File: src/sv/gcmc_pkg.sv
package gcmc_pkg;

  // Fixed geometry of the beat formats.
  localparam int FINGERS       = 4;
  localparam int SAMPLE_BITS   = 16;
  localparam int TICK_BITS     = 32;
  localparam int LIMIT_BITS    = 16;
  localparam int TIMEOUT_BITS  = 32;
  localparam int CFG_DATA_BITS = 32;
  localparam int CFG_IDX_BITS  = 3;
  localparam int SEL_BITS      = 2;

  // Squared magnitude widths: one square, a sum of three, the squared limit.
  localparam int SQ_BITS  = 2 * SAMPLE_BITS;
  localparam int MAG_BITS = SQ_BITS + 2;
  localparam int LSQ_BITS = 2 * LIMIT_BITS;
  localparam int CMP_BITS = (MAG_BITS > LSQ_BITS) ? MAG_BITS : LSQ_BITS;

  localparam logic [FINGERS-1:0]    RESET_MASK  = '1;
  localparam logic [LIMIT_BITS-1:0] RESET_LIMIT = LIMIT_BITS'(10);

  typedef enum logic [3:0] {
    FUNC_SAMPLE   = 4'd0,
    FUNC_TICK     = 4'd1,
    FUNC_GRASP    = 4'd2,
    FUNC_HOLD     = 4'd3,
    FUNC_OPEN     = 4'd4,
    FUNC_OPEN_LOG = 4'd5,
    FUNC_STEP     = 4'd6,
    FUNC_STOP     = 4'd7,
    FUNC_CLEAR    = 4'd8
  } func_t;

  typedef enum logic [2:0] {
    MODE_IDLE      = 3'd0,
    MODE_CLOSE     = 3'd1,
    MODE_HOLD      = 3'd2,
    MODE_OPEN      = 3'd3,
    MODE_OPEN_LOG  = 3'd4,
    MODE_STEP      = 3'd5,
    MODE_WAIT_OPEN = 3'd6
  } mode_t;

  typedef enum logic [2:0] {
    ACT_NONE  = 3'd0,
    ACT_CLOSE = 3'd1,
    ACT_HOLD  = 3'd2,
    ACT_HOME  = 3'd3,
    ACT_STEP  = 3'd4,
    ACT_STOP  = 3'd5
  } act_t;

  typedef enum logic [1:0] {
    LOG_NONE  = 2'd0,
    LOG_START = 2'd1,
    LOG_STOP  = 2'd2
  } log_t;

  typedef enum logic [CFG_IDX_BITS-1:0] {
    CFG_MASK       = 3'd0,
    CFG_TOUCH      = 3'd1,
    CFG_GRASP_TO   = 3'd2,
    CFG_OPEN_TO    = 3'd3,
    CFG_LIM_THUMB  = 3'd4,
    CFG_LIM_INDEX  = 3'd5,
    CFG_LIM_MIDDLE = 3'd6,
    CFG_LIM_RING   = 3'd7
  } cfg_idx_t;

  typedef struct packed {
    logic [3:0]                     func;
    logic [SEL_BITS-1:0]            finger_sel;
    logic signed [SAMPLE_BITS-1:0]  a_x;
    logic signed [SAMPLE_BITS-1:0]  a_y;
    logic signed [SAMPLE_BITS-1:0]  a_z;
    logic signed [SAMPLE_BITS-1:0]  b_x;
    logic signed [SAMPLE_BITS-1:0]  b_y;
    logic signed [SAMPLE_BITS-1:0]  b_z;
    logic                           encoders_ok;
  } in_t;

  typedef struct packed {
    logic [2:0]         mode_now;
    logic [2:0]         act_thumb;
    logic [2:0]         act_index;
    logic [2:0]         act_middle;
    logic [2:0]         act_ring;
    logic [FINGERS-1:0] contact_bits;
    logic [1:0]         logger_req;
  } out_t;

  typedef struct packed {
    logic [FINGERS-1:0]                 mask;
    logic                               use_touch;
    logic [TIMEOUT_BITS-1:0]            grasp_to;
    logic [TIMEOUT_BITS-1:0]            open_to;
    logic [FINGERS-1:0][LIMIT_BITS-1:0] limit;
  } cfg_t;

  // Beat as it enters the control stage: squares already formed.
  typedef struct packed {
    logic [3:0]                 func;
    logic [SEL_BITS-1:0]        sel;
    logic                       enc_ok;
    logic [2:0][SQ_BITS-1:0]    sq_a;
    logic [2:0][SQ_BITS-1:0]    sq_b;
    logic [LSQ_BITS-1:0]        lim_sq;
  } stage_t;

endpackage

File: src/sv/gcmc_sq.sv
module gcmc_sq (
  input  logic [2:0][gcmc_pkg::SAMPLE_BITS-1:0] axis_i,
  output logic [2:0][gcmc_pkg::SQ_BITS-1:0]     sq_o
);
  import gcmc_pkg::*;

  logic [2:0][SAMPLE_BITS-1:0] mag;

  // Absolute value fits in SAMPLE_BITS unsigned, including the most negative code.
  always_comb begin
    for (int i = 0; i < 3; i++) begin
      mag[i]  = axis_i[i][SAMPLE_BITS-1] ? (~axis_i[i] + SAMPLE_BITS'(1)) : axis_i[i];
      sq_o[i] = SQ_BITS'(mag[i]) * SQ_BITS'(mag[i]);
    end
  end

endmodule

File: src/sv/gcmc_ctrl.sv
module gcmc_ctrl #(
  parameter int TickBits = gcmc_pkg::TICK_BITS
) (
  input  logic             clk,
  input  logic             rst_n,
  input  gcmc_pkg::cfg_t   cfg_i,
  input  logic             fire_i,
  input  gcmc_pkg::stage_t item_i,
  output gcmc_pkg::out_t   res_o
);
  import gcmc_pkg::*;

  mode_t               mode_r, mode_nxt;
  logic [TickBits-1:0] elapsed_r, elapsed_nxt, elapsed_inc;
  logic [FINGERS-1:0]  latch_r, latch_nxt;
  logic [FINGERS-1:0]  over_r, over_nxt;
  logic                touch_r, touch_nxt;
  logic                enc_r, enc_nxt;

  logic [MAG_BITS-1:0] mag_a, mag_b;
  logic                over_hit;
  act_t                act [FINGERS];
  log_t                logger;

  // Contact test: sum of squares against the squared limit.
  always_comb begin
    mag_a = MAG_BITS'(item_i.sq_a[0]) + MAG_BITS'(item_i.sq_a[1]) +
            MAG_BITS'(item_i.sq_a[2]);
    mag_b = MAG_BITS'(item_i.sq_b[0]) + MAG_BITS'(item_i.sq_b[1]) +
            MAG_BITS'(item_i.sq_b[2]);
    over_hit = (CMP_BITS'(mag_a) >= CMP_BITS'(item_i.lim_sq)) ||
               (CMP_BITS'(mag_b) >= CMP_BITS'(item_i.lim_sq));
  end

  assign elapsed_inc = (elapsed_r == '1) ? elapsed_r : elapsed_r + TickBits'(1);

  always_ff @(posedge clk) begin
    if (!rst_n) begin
      mode_r    <= MODE_IDLE;
      elapsed_r <= '0;
      latch_r   <= '0;
      over_r    <= '0;
      touch_r   <= 1'b0;
      enc_r     <= 1'b0;
    end else if (fire_i) begin
      mode_r    <= mode_nxt;
      elapsed_r <= elapsed_nxt;
      latch_r   <= latch_nxt;
      over_r    <= over_nxt;
      touch_r   <= touch_nxt;
      enc_r     <= enc_nxt;
    end
  end

  always_comb begin
    mode_nxt    = mode_r;
    elapsed_nxt = elapsed_r;
    latch_nxt   = latch_r;
    over_nxt    = over_r;
    touch_nxt   = touch_r;
    enc_nxt     = enc_r;
    logger      = LOG_NONE;
    for (int f = 0; f < FINGERS; f++) begin
      act[f] = ACT_NONE;
    end

    unique case (func_t'(item_i.func))
      FUNC_SAMPLE: begin
        touch_nxt = 1'b1;
        if (int'(item_i.sel) < FINGERS) begin
          over_nxt[item_i.sel] = over_hit;
        end
      end
      FUNC_TICK: begin
        if (item_i.enc_ok) begin
          enc_nxt = 1'b1;
        end
        if (!cfg_i.use_touch) begin
          touch_nxt = 1'b1;
        end
        unique case (mode_r)
          MODE_CLOSE: begin
            elapsed_nxt = elapsed_inc;
            if ((cfg_i.grasp_to != '0) &&
                (TIMEOUT_BITS'(elapsed_inc) > cfg_i.grasp_to)) begin
              mode_nxt = MODE_OPEN_LOG;
            end else if (touch_nxt && enc_nxt) begin
              for (int f = 0; f < FINGERS; f++) begin
                if (cfg_i.mask[f]) begin
                  if (!latch_r[f] && !over_r[f]) begin
                    act[f] = ACT_CLOSE;
                  end else begin
                    act[f]       = ACT_HOLD;
                    latch_nxt[f] = 1'b1;
                  end
                end
              end
            end
          end
          MODE_HOLD: begin
            for (int f = 0; f < FINGERS; f++) begin
              if (cfg_i.mask[f]) act[f] = ACT_HOLD;
            end
            mode_nxt = MODE_IDLE;
          end
          MODE_OPEN: begin
            for (int f = 0; f < FINGERS; f++) begin
              if (cfg_i.mask[f]) act[f] = ACT_HOME;
            end
            mode_nxt = MODE_IDLE;
          end
          MODE_OPEN_LOG: begin
            for (int f = 0; f < FINGERS; f++) begin
              if (cfg_i.mask[f]) act[f] = ACT_HOME;
            end
            if (cfg_i.open_to != '0) begin
              mode_nxt    = MODE_WAIT_OPEN;
              elapsed_nxt = '0;
            end else begin
              mode_nxt = MODE_IDLE;
            end
          end
          MODE_STEP: begin
            if (enc_nxt) begin
              for (int f = 0; f < FINGERS; f++) begin
                if (cfg_i.mask[f]) act[f] = ACT_STEP;
              end
            end
            mode_nxt = MODE_IDLE;
          end
          MODE_WAIT_OPEN: begin
            elapsed_nxt = elapsed_inc;
            if (TIMEOUT_BITS'(elapsed_inc) > cfg_i.open_to) begin
              logger   = LOG_STOP;
              mode_nxt = MODE_IDLE;
            end
          end
          default: begin
          end
        endcase
      end
      FUNC_GRASP: begin
        logger      = LOG_START;
        mode_nxt    = MODE_CLOSE;
        latch_nxt   = '0;
        elapsed_nxt = '0;
      end
      FUNC_HOLD:     mode_nxt = MODE_HOLD;
      FUNC_OPEN:     mode_nxt = MODE_OPEN;
      FUNC_OPEN_LOG: mode_nxt = MODE_OPEN_LOG;
      FUNC_STEP:     mode_nxt = MODE_STEP;
      FUNC_STOP: begin
        mode_nxt = MODE_IDLE;
        for (int f = 0; f < FINGERS; f++) begin
          if (cfg_i.mask[f]) act[f] = ACT_STOP;
        end
      end
      FUNC_CLEAR:    latch_nxt = '0;
      default: begin
      end
    endcase

    res_o.mode_now     = mode_nxt;
    res_o.act_thumb    = act[0];
    res_o.act_index    = act[1];
    res_o.act_middle   = act[2];
    res_o.act_ring     = act[3];
    res_o.contact_bits = latch_nxt;
    res_o.logger_req   = logger;
  end

endmodule

File: src/sv/grasp_contact_mode_controller_core.sv
// Grasp mode controller for four fingers. Every input beat (tactile sample,
// control tick or command) yields exactly one result beat, and a new beat is
// taken in every cycle in which in_ready is high. The path has three
// registered stages: an input register, a stage holding the six axis squares
// and the squared limit of the selected finger, and the output register. The
// mode, tick counter, contact latches and per-finger over-limit flags update
// in the second stage, so each beat sees the state left by the one before it.
// in_ready falls only when all three stages hold beats and the output is
// stalled. Configuration writes take effect on the next edge and must be
// issued with no beat in flight.
module grasp_contact_mode_controller_core #(
  parameter int TickBits = gcmc_pkg::TICK_BITS
) (
  input  logic                                clk,
  input  logic                                rst_n,
  input  logic                                in_valid,
  output logic                                in_ready,
  input  gcmc_pkg::in_t                       in_data,
  output logic                                out_valid,
  input  logic                                out_ready,
  output gcmc_pkg::out_t                      out_data,
  input  logic                                cfg_we,
  input  logic [gcmc_pkg::CFG_IDX_BITS-1:0]   cfg_idx,
  input  logic [gcmc_pkg::CFG_DATA_BITS-1:0]  cfg_wdata
);
  import gcmc_pkg::*;

  cfg_t   cfg_r;

  // Input register.
  logic   a_v_r;
  in_t    a_r;
  logic   a_ready;

  // Square stage.
  logic   b_v_r;
  stage_t b_r, b_nxt;
  logic   b_ready, b_fire;

  // Output register.
  logic   out_v_r;
  out_t   out_r;
  logic   o_ready;
  out_t   res;

  logic [LIMIT_BITS-1:0] lim_sel;

  // Configuration registers.
  always_ff @(posedge clk) begin
    if (!rst_n) begin
      cfg_r.mask      <= RESET_MASK;
      cfg_r.use_touch <= 1'b0;
      cfg_r.grasp_to  <= '0;
      cfg_r.open_to   <= '0;
      for (int f = 0; f < FINGERS; f++) begin
        cfg_r.limit[f] <= RESET_LIMIT;
      end
    end else if (cfg_we) begin
      unique case (cfg_idx_t'(cfg_idx))
        CFG_MASK:       cfg_r.mask      <= cfg_wdata[FINGERS-1:0];
        CFG_TOUCH:      cfg_r.use_touch <= cfg_wdata[0];
        CFG_GRASP_TO:   cfg_r.grasp_to  <= cfg_wdata[TIMEOUT_BITS-1:0];
        CFG_OPEN_TO:    cfg_r.open_to   <= cfg_wdata[TIMEOUT_BITS-1:0];
        CFG_LIM_THUMB:  cfg_r.limit[0]  <= cfg_wdata[LIMIT_BITS-1:0];
        CFG_LIM_INDEX:  cfg_r.limit[1]  <= cfg_wdata[LIMIT_BITS-1:0];
        CFG_LIM_MIDDLE: cfg_r.limit[2]  <= cfg_wdata[LIMIT_BITS-1:0];
        CFG_LIM_RING:   cfg_r.limit[3]  <= cfg_wdata[LIMIT_BITS-1:0];
        default: begin
        end
      endcase
    end
  end

  // Each stage moves when it is empty or the stage after it moves.
  assign o_ready  = !out_v_r || out_ready;
  assign b_ready  = !b_v_r || o_ready;
  assign b_fire   = b_v_r && o_ready;
  assign a_ready  = !a_v_r || b_ready;
  assign in_ready = a_ready;

  always_ff @(posedge clk) begin
    if (!rst_n) begin
      a_v_r <= 1'b0;
    end else if (a_ready) begin
      a_v_r <= in_valid;
    end
  end

  always_ff @(posedge clk) begin
    if (a_ready && in_valid) begin
      a_r <= in_data;
    end
  end

  // Squares of both sensors and of the selected finger's limit.
  gcmc_sq u_sq_a (
    .axis_i ({a_r.a_z, a_r.a_y, a_r.a_x}),
    .sq_o   (b_nxt.sq_a)
  );

  gcmc_sq u_sq_b (
    .axis_i ({a_r.b_z, a_r.b_y, a_r.b_x}),
    .sq_o   (b_nxt.sq_b)
  );

  assign lim_sel      = cfg_r.limit[a_r.finger_sel];
  assign b_nxt.lim_sq = LSQ_BITS'(lim_sel) * LSQ_BITS'(lim_sel);
  assign b_nxt.func   = a_r.func;
  assign b_nxt.sel    = a_r.finger_sel;
  assign b_nxt.enc_ok = a_r.encoders_ok;

  always_ff @(posedge clk) begin
    if (!rst_n) begin
      b_v_r <= 1'b0;
    end else if (b_ready) begin
      b_v_r <= a_v_r;
    end
  end

  always_ff @(posedge clk) begin
    if (b_ready && a_v_r) begin
      b_r <= b_nxt;
    end
  end

  // Mode sequencing and contact latching; state commits as the beat leaves.
  gcmc_ctrl #(
    .TickBits (TickBits)
  ) u_ctrl (
    .clk    (clk),
    .rst_n  (rst_n),
    .cfg_i  (cfg_r),
    .fire_i (b_fire),
    .item_i (b_r),
    .res_o  (res)
  );

  always_ff @(posedge clk) begin
    if (!rst_n) begin
      out_v_r <= 1'b0;
    end else if (o_ready) begin
      out_v_r <= b_v_r;
    end
  end

  always_ff @(posedge clk) begin
    if (b_fire) begin
      out_r <= res;
    end
  end

  assign out_valid = out_v_r;
  assign out_data  = out_r;

endmodule

File: config.mk
export PLATFORM = sky130hd
export DESIGN_NAME = grasp_contact_mode_controller_core
export DESIGN_NICKNAME = d
export VERILOG_FILES = /design/src/sv/gcmc_pkg.sv /design/src/sv/gcmc_sq.sv /design/src/sv/gcmc_ctrl.sv /design/src/sv/grasp_contact_mode_controller_core.sv
export SDC_FILE = /design/constraint.sdc
export NUM_CORES = 2
export LEC_CHECK = 0
export BUFFER_PORTS_ARGS = -buffer_cell sky130_fd_sc_hd__buf_2
export CORE_MARGIN = 3
export CORE_UTILIZATION = 30
export CTS_CLUSTER_SIZE = 30
export DETAILED_ROUTE_END_ITERATION = 10
export GPL_TIMING_DRIVEN = 0
export HOLD_SLACK_MARGIN = 0.08
export PLACE_DENSITY = 0.46
export SETUP_SLACK_MARGIN = 0.1
export SYNTH_ARGS = -nofsm -noshare
export SYNTH_HDL_FRONTEND = slang
export SYNTH_HIERARCHICAL = 1
export SYNTH_SLANG_ARGS = --single-unit
File: constraint.sdc
create_clock -name clk -period 50.3 [get_ports clk]
set_input_delay 7.545 -clock clk [delete_from_list [all_inputs] [get_ports clk]]
set_output_delay 7.545 -clock clk [all_outputs]
set_load 0.02 [all_outputs]
==> impl_metrics.ini <==
[cells_and_area]
nets = 10900
final_util_pct = 33.3
fin_area_um2 = 86600
drive_above_1_share_pct = 5.44
area_delta_synth_final_pct = 10.5

[worst_hold_path]
min_path_type = reg2reg

[clock_tree]
clkSlewWorstSetupHoldPaths_ns = 0.05
post-cts-setup-buffer-count = 0
hold_buffers = 0
numCtsBuffers = 73
cts_resized = 0
clock-root-buffer = clkbuf_16
htreeDepth = 3
clk_path_buf_depth = 3
cts.sinks = 535
clk-insertion-delay-late_ns = 0.70
cts_tree = yes

[setup_path]
crit_slowest_cell = nor2b_1
path_cells = buf_2, nor2b_1, nand3_1, buf_2
worstSetupStartpointType = input port
critPathRequiredTime_ns = 42.75
slowest_delay_ns = 0.60
endpoint_kind = output port
crit_path_max_fanout = 6
arrival_ns = 8.66
worstSetupPathType = in2out
crit_path_frequent_cell = buf_2

[global_routing]
grt_usage_pct = 16.3
overflow = 0
grt_start_max_net_pins = 30
grt_pass1_vias = 61300
antenna_found_initial = 1
grt_pass1_wl_um = 344000

[sta]
hold_viol = 0
slew_viol_final = 0
period_share_pct = 32.2
finClkSkew_ns = 0.0505
setup_viol = 0
max_slew_margin_pct = 7.71
final.min_clock_period_ns = 16.21
worst_pin_slew_ns = 1.38
rsz0062_at_grt = no
fmax_ghz = 0.0617
setup_tns_ns = 0

[place]
gp_congestion = 0.871
dp_hpwl_um = 179000
placed_area_um2 = 84100
portBuffers = 162

[die]
core-area_um2 = 260000
initial_core_util_pct = 30.2
die_w_um = 517
num_rows = 187
fp.dieH_um = 517
boundaryPins = 166
dieArea_um2 = 267000

[route]
antenna_left = 0
avgRoutedWirePerCell_um = 17.7
drtIter0Drc = 2838
route.detailed.drc = 0
dr_total_vias = 57200
via_per_inst = 4.73
drt-pass1-iter-count = 5
wl_um = 214000

[yosys]
yosysTopAreaCell = fa_1
synthTopCellsByArea = fa_1, ha_1, edfxtp_1
ys_seq_area_share_pct = 18.2
synth_ff_type = edfxtp_1
syn_area_um2 = 78400
synth-warning-count = 6
netlist_top_cells_count = inv_1, fa_1, nand2_1
avgSynthCellArea_um2 = 9.42
synthArstFlopShare_pct = 0
ys_seq_elements = 535
synth_edf_count = 354
synthDistinctLibCells = 111
synthCells = 8322
synth.most_common_cell = inv_1
synth_top_area_share_pct = 30.9

[run]
cap_violations = 0

[outcome]
outcome = completed
[layer usage]
| layer | routed length [µm] | part of all wire (%) | global-route usage, % |
|---|---|---|---|
| met1 | 99200 | 46 | 22.2 |
| met2 | 104000 | 49 | 28.0 |
| met3 | 7410 | 3.5 | 1.74 |
| met4 | 3650 | 1.7 | 2.94 |
| met5 | 0 | 0 | 0 |
[through the flow]
step | hold WS, ns | worst slack, ns | instances
3_3_place_gp | 0.405 | 16.17 | 12000
6_report | 0.415 | 34.09 | 12100
3_5_place_dp | 0.413 | 34.09 | 12000
4_1_cts | 0.418 | 34.09 | 12100
2_1_floorplan | 0.400 | 24.93 | 8390
5_1_grt | 0.430 | 34.02 | 12100
[cell usage in the layout (no fill, tap or decap), types with 29 or more instances in the layout]
cell       synthesis  final
dfxtp_1          181    181
a21boi_0         131    130
nor3_1            72     72
clkinv_1          23     31
xor2_1           140    140
buf_2             21    183
o211ai_1          29     29
ha_1             870    870
a21oi_1          289    289
a31oi_1           41     40
clkbuf_16          0     73
a21o_1           177    177
nand3_1           93     93
clkbuf_1         165    170
inv_1           1753   1753
o21bai_1          43     43
nor4_1            44     44
and2_1            73     73
xnor2_1          257    255
nor2_1           556    556
o21ai_0          183    183
o21a_1            45     45
conb_1             5     73
nand2_1          960    960
nand2b_1          34     34
edfxtp_1         354    354
and3_1            33     33
nand4_1           74     74
a211oi_1          43     43
fa_1            1209   1209
[cells by family (layout without fill, tap and decap cells)]
kind of cell / count (synthesis) / after routing / share of synthesized area, %
other cells: 5 / 78 / 0.0239
simple gates: 2092 / 2092 / 11.9
flops: 535 / 535 / 18.2
mux: 32 / 32 / 0.669
compound gates: 1176 / 1176 / 10.1
fa+ha+maj: 2079 / 2079 / 44.8
xor+xnor: 405 / 405 / 4.60
buf+inv: 1998 / 2310 / 9.71
[final timing paths]
check | startpoint | end | slack, ns | cells past startpoint
max reg2reg | a_r[81] | b_r[158] | 39.97 | 26
min | a_r[101] | b_r[229] | 0.42 | 0
max | out_ready | in_ready | 34.09 | 4
min reg2reg | a_r[101] | b_r[229] | 0.42 | 0
[sequential cells by signal (all words and copies together) (netlist names), 3 cells and up]
register,count
a_r,103
b_r,230
cfg_r,133
out_data,21
u_ctrl/elapsed_r,32
u_ctrl/latch_r,4
u_ctrl/mode_r,3
u_ctrl/over_r,4
[worst max-delay path, delay by kind of cell]
kind,cells,cell delay (ns)
AND/OR/NAND/NOR,2,0.81
buffers and inverters,2,0.30
[cell type report]
type                       instances  area, µm²
fill                           26800     173000
multi-input combinational       5857      56800
sequential                       535      14300
inverter                        1793       6730
tap                             3402       4260
clock buffer                      83       1910
timing repair buffer             179       1180
buffer                           205        877
clock inverter                    50        546
antenna                            5       12.5
Power is not shown: default switching activity piles up to over one toggle a cycle in this logic, so the estimate is an artifact.
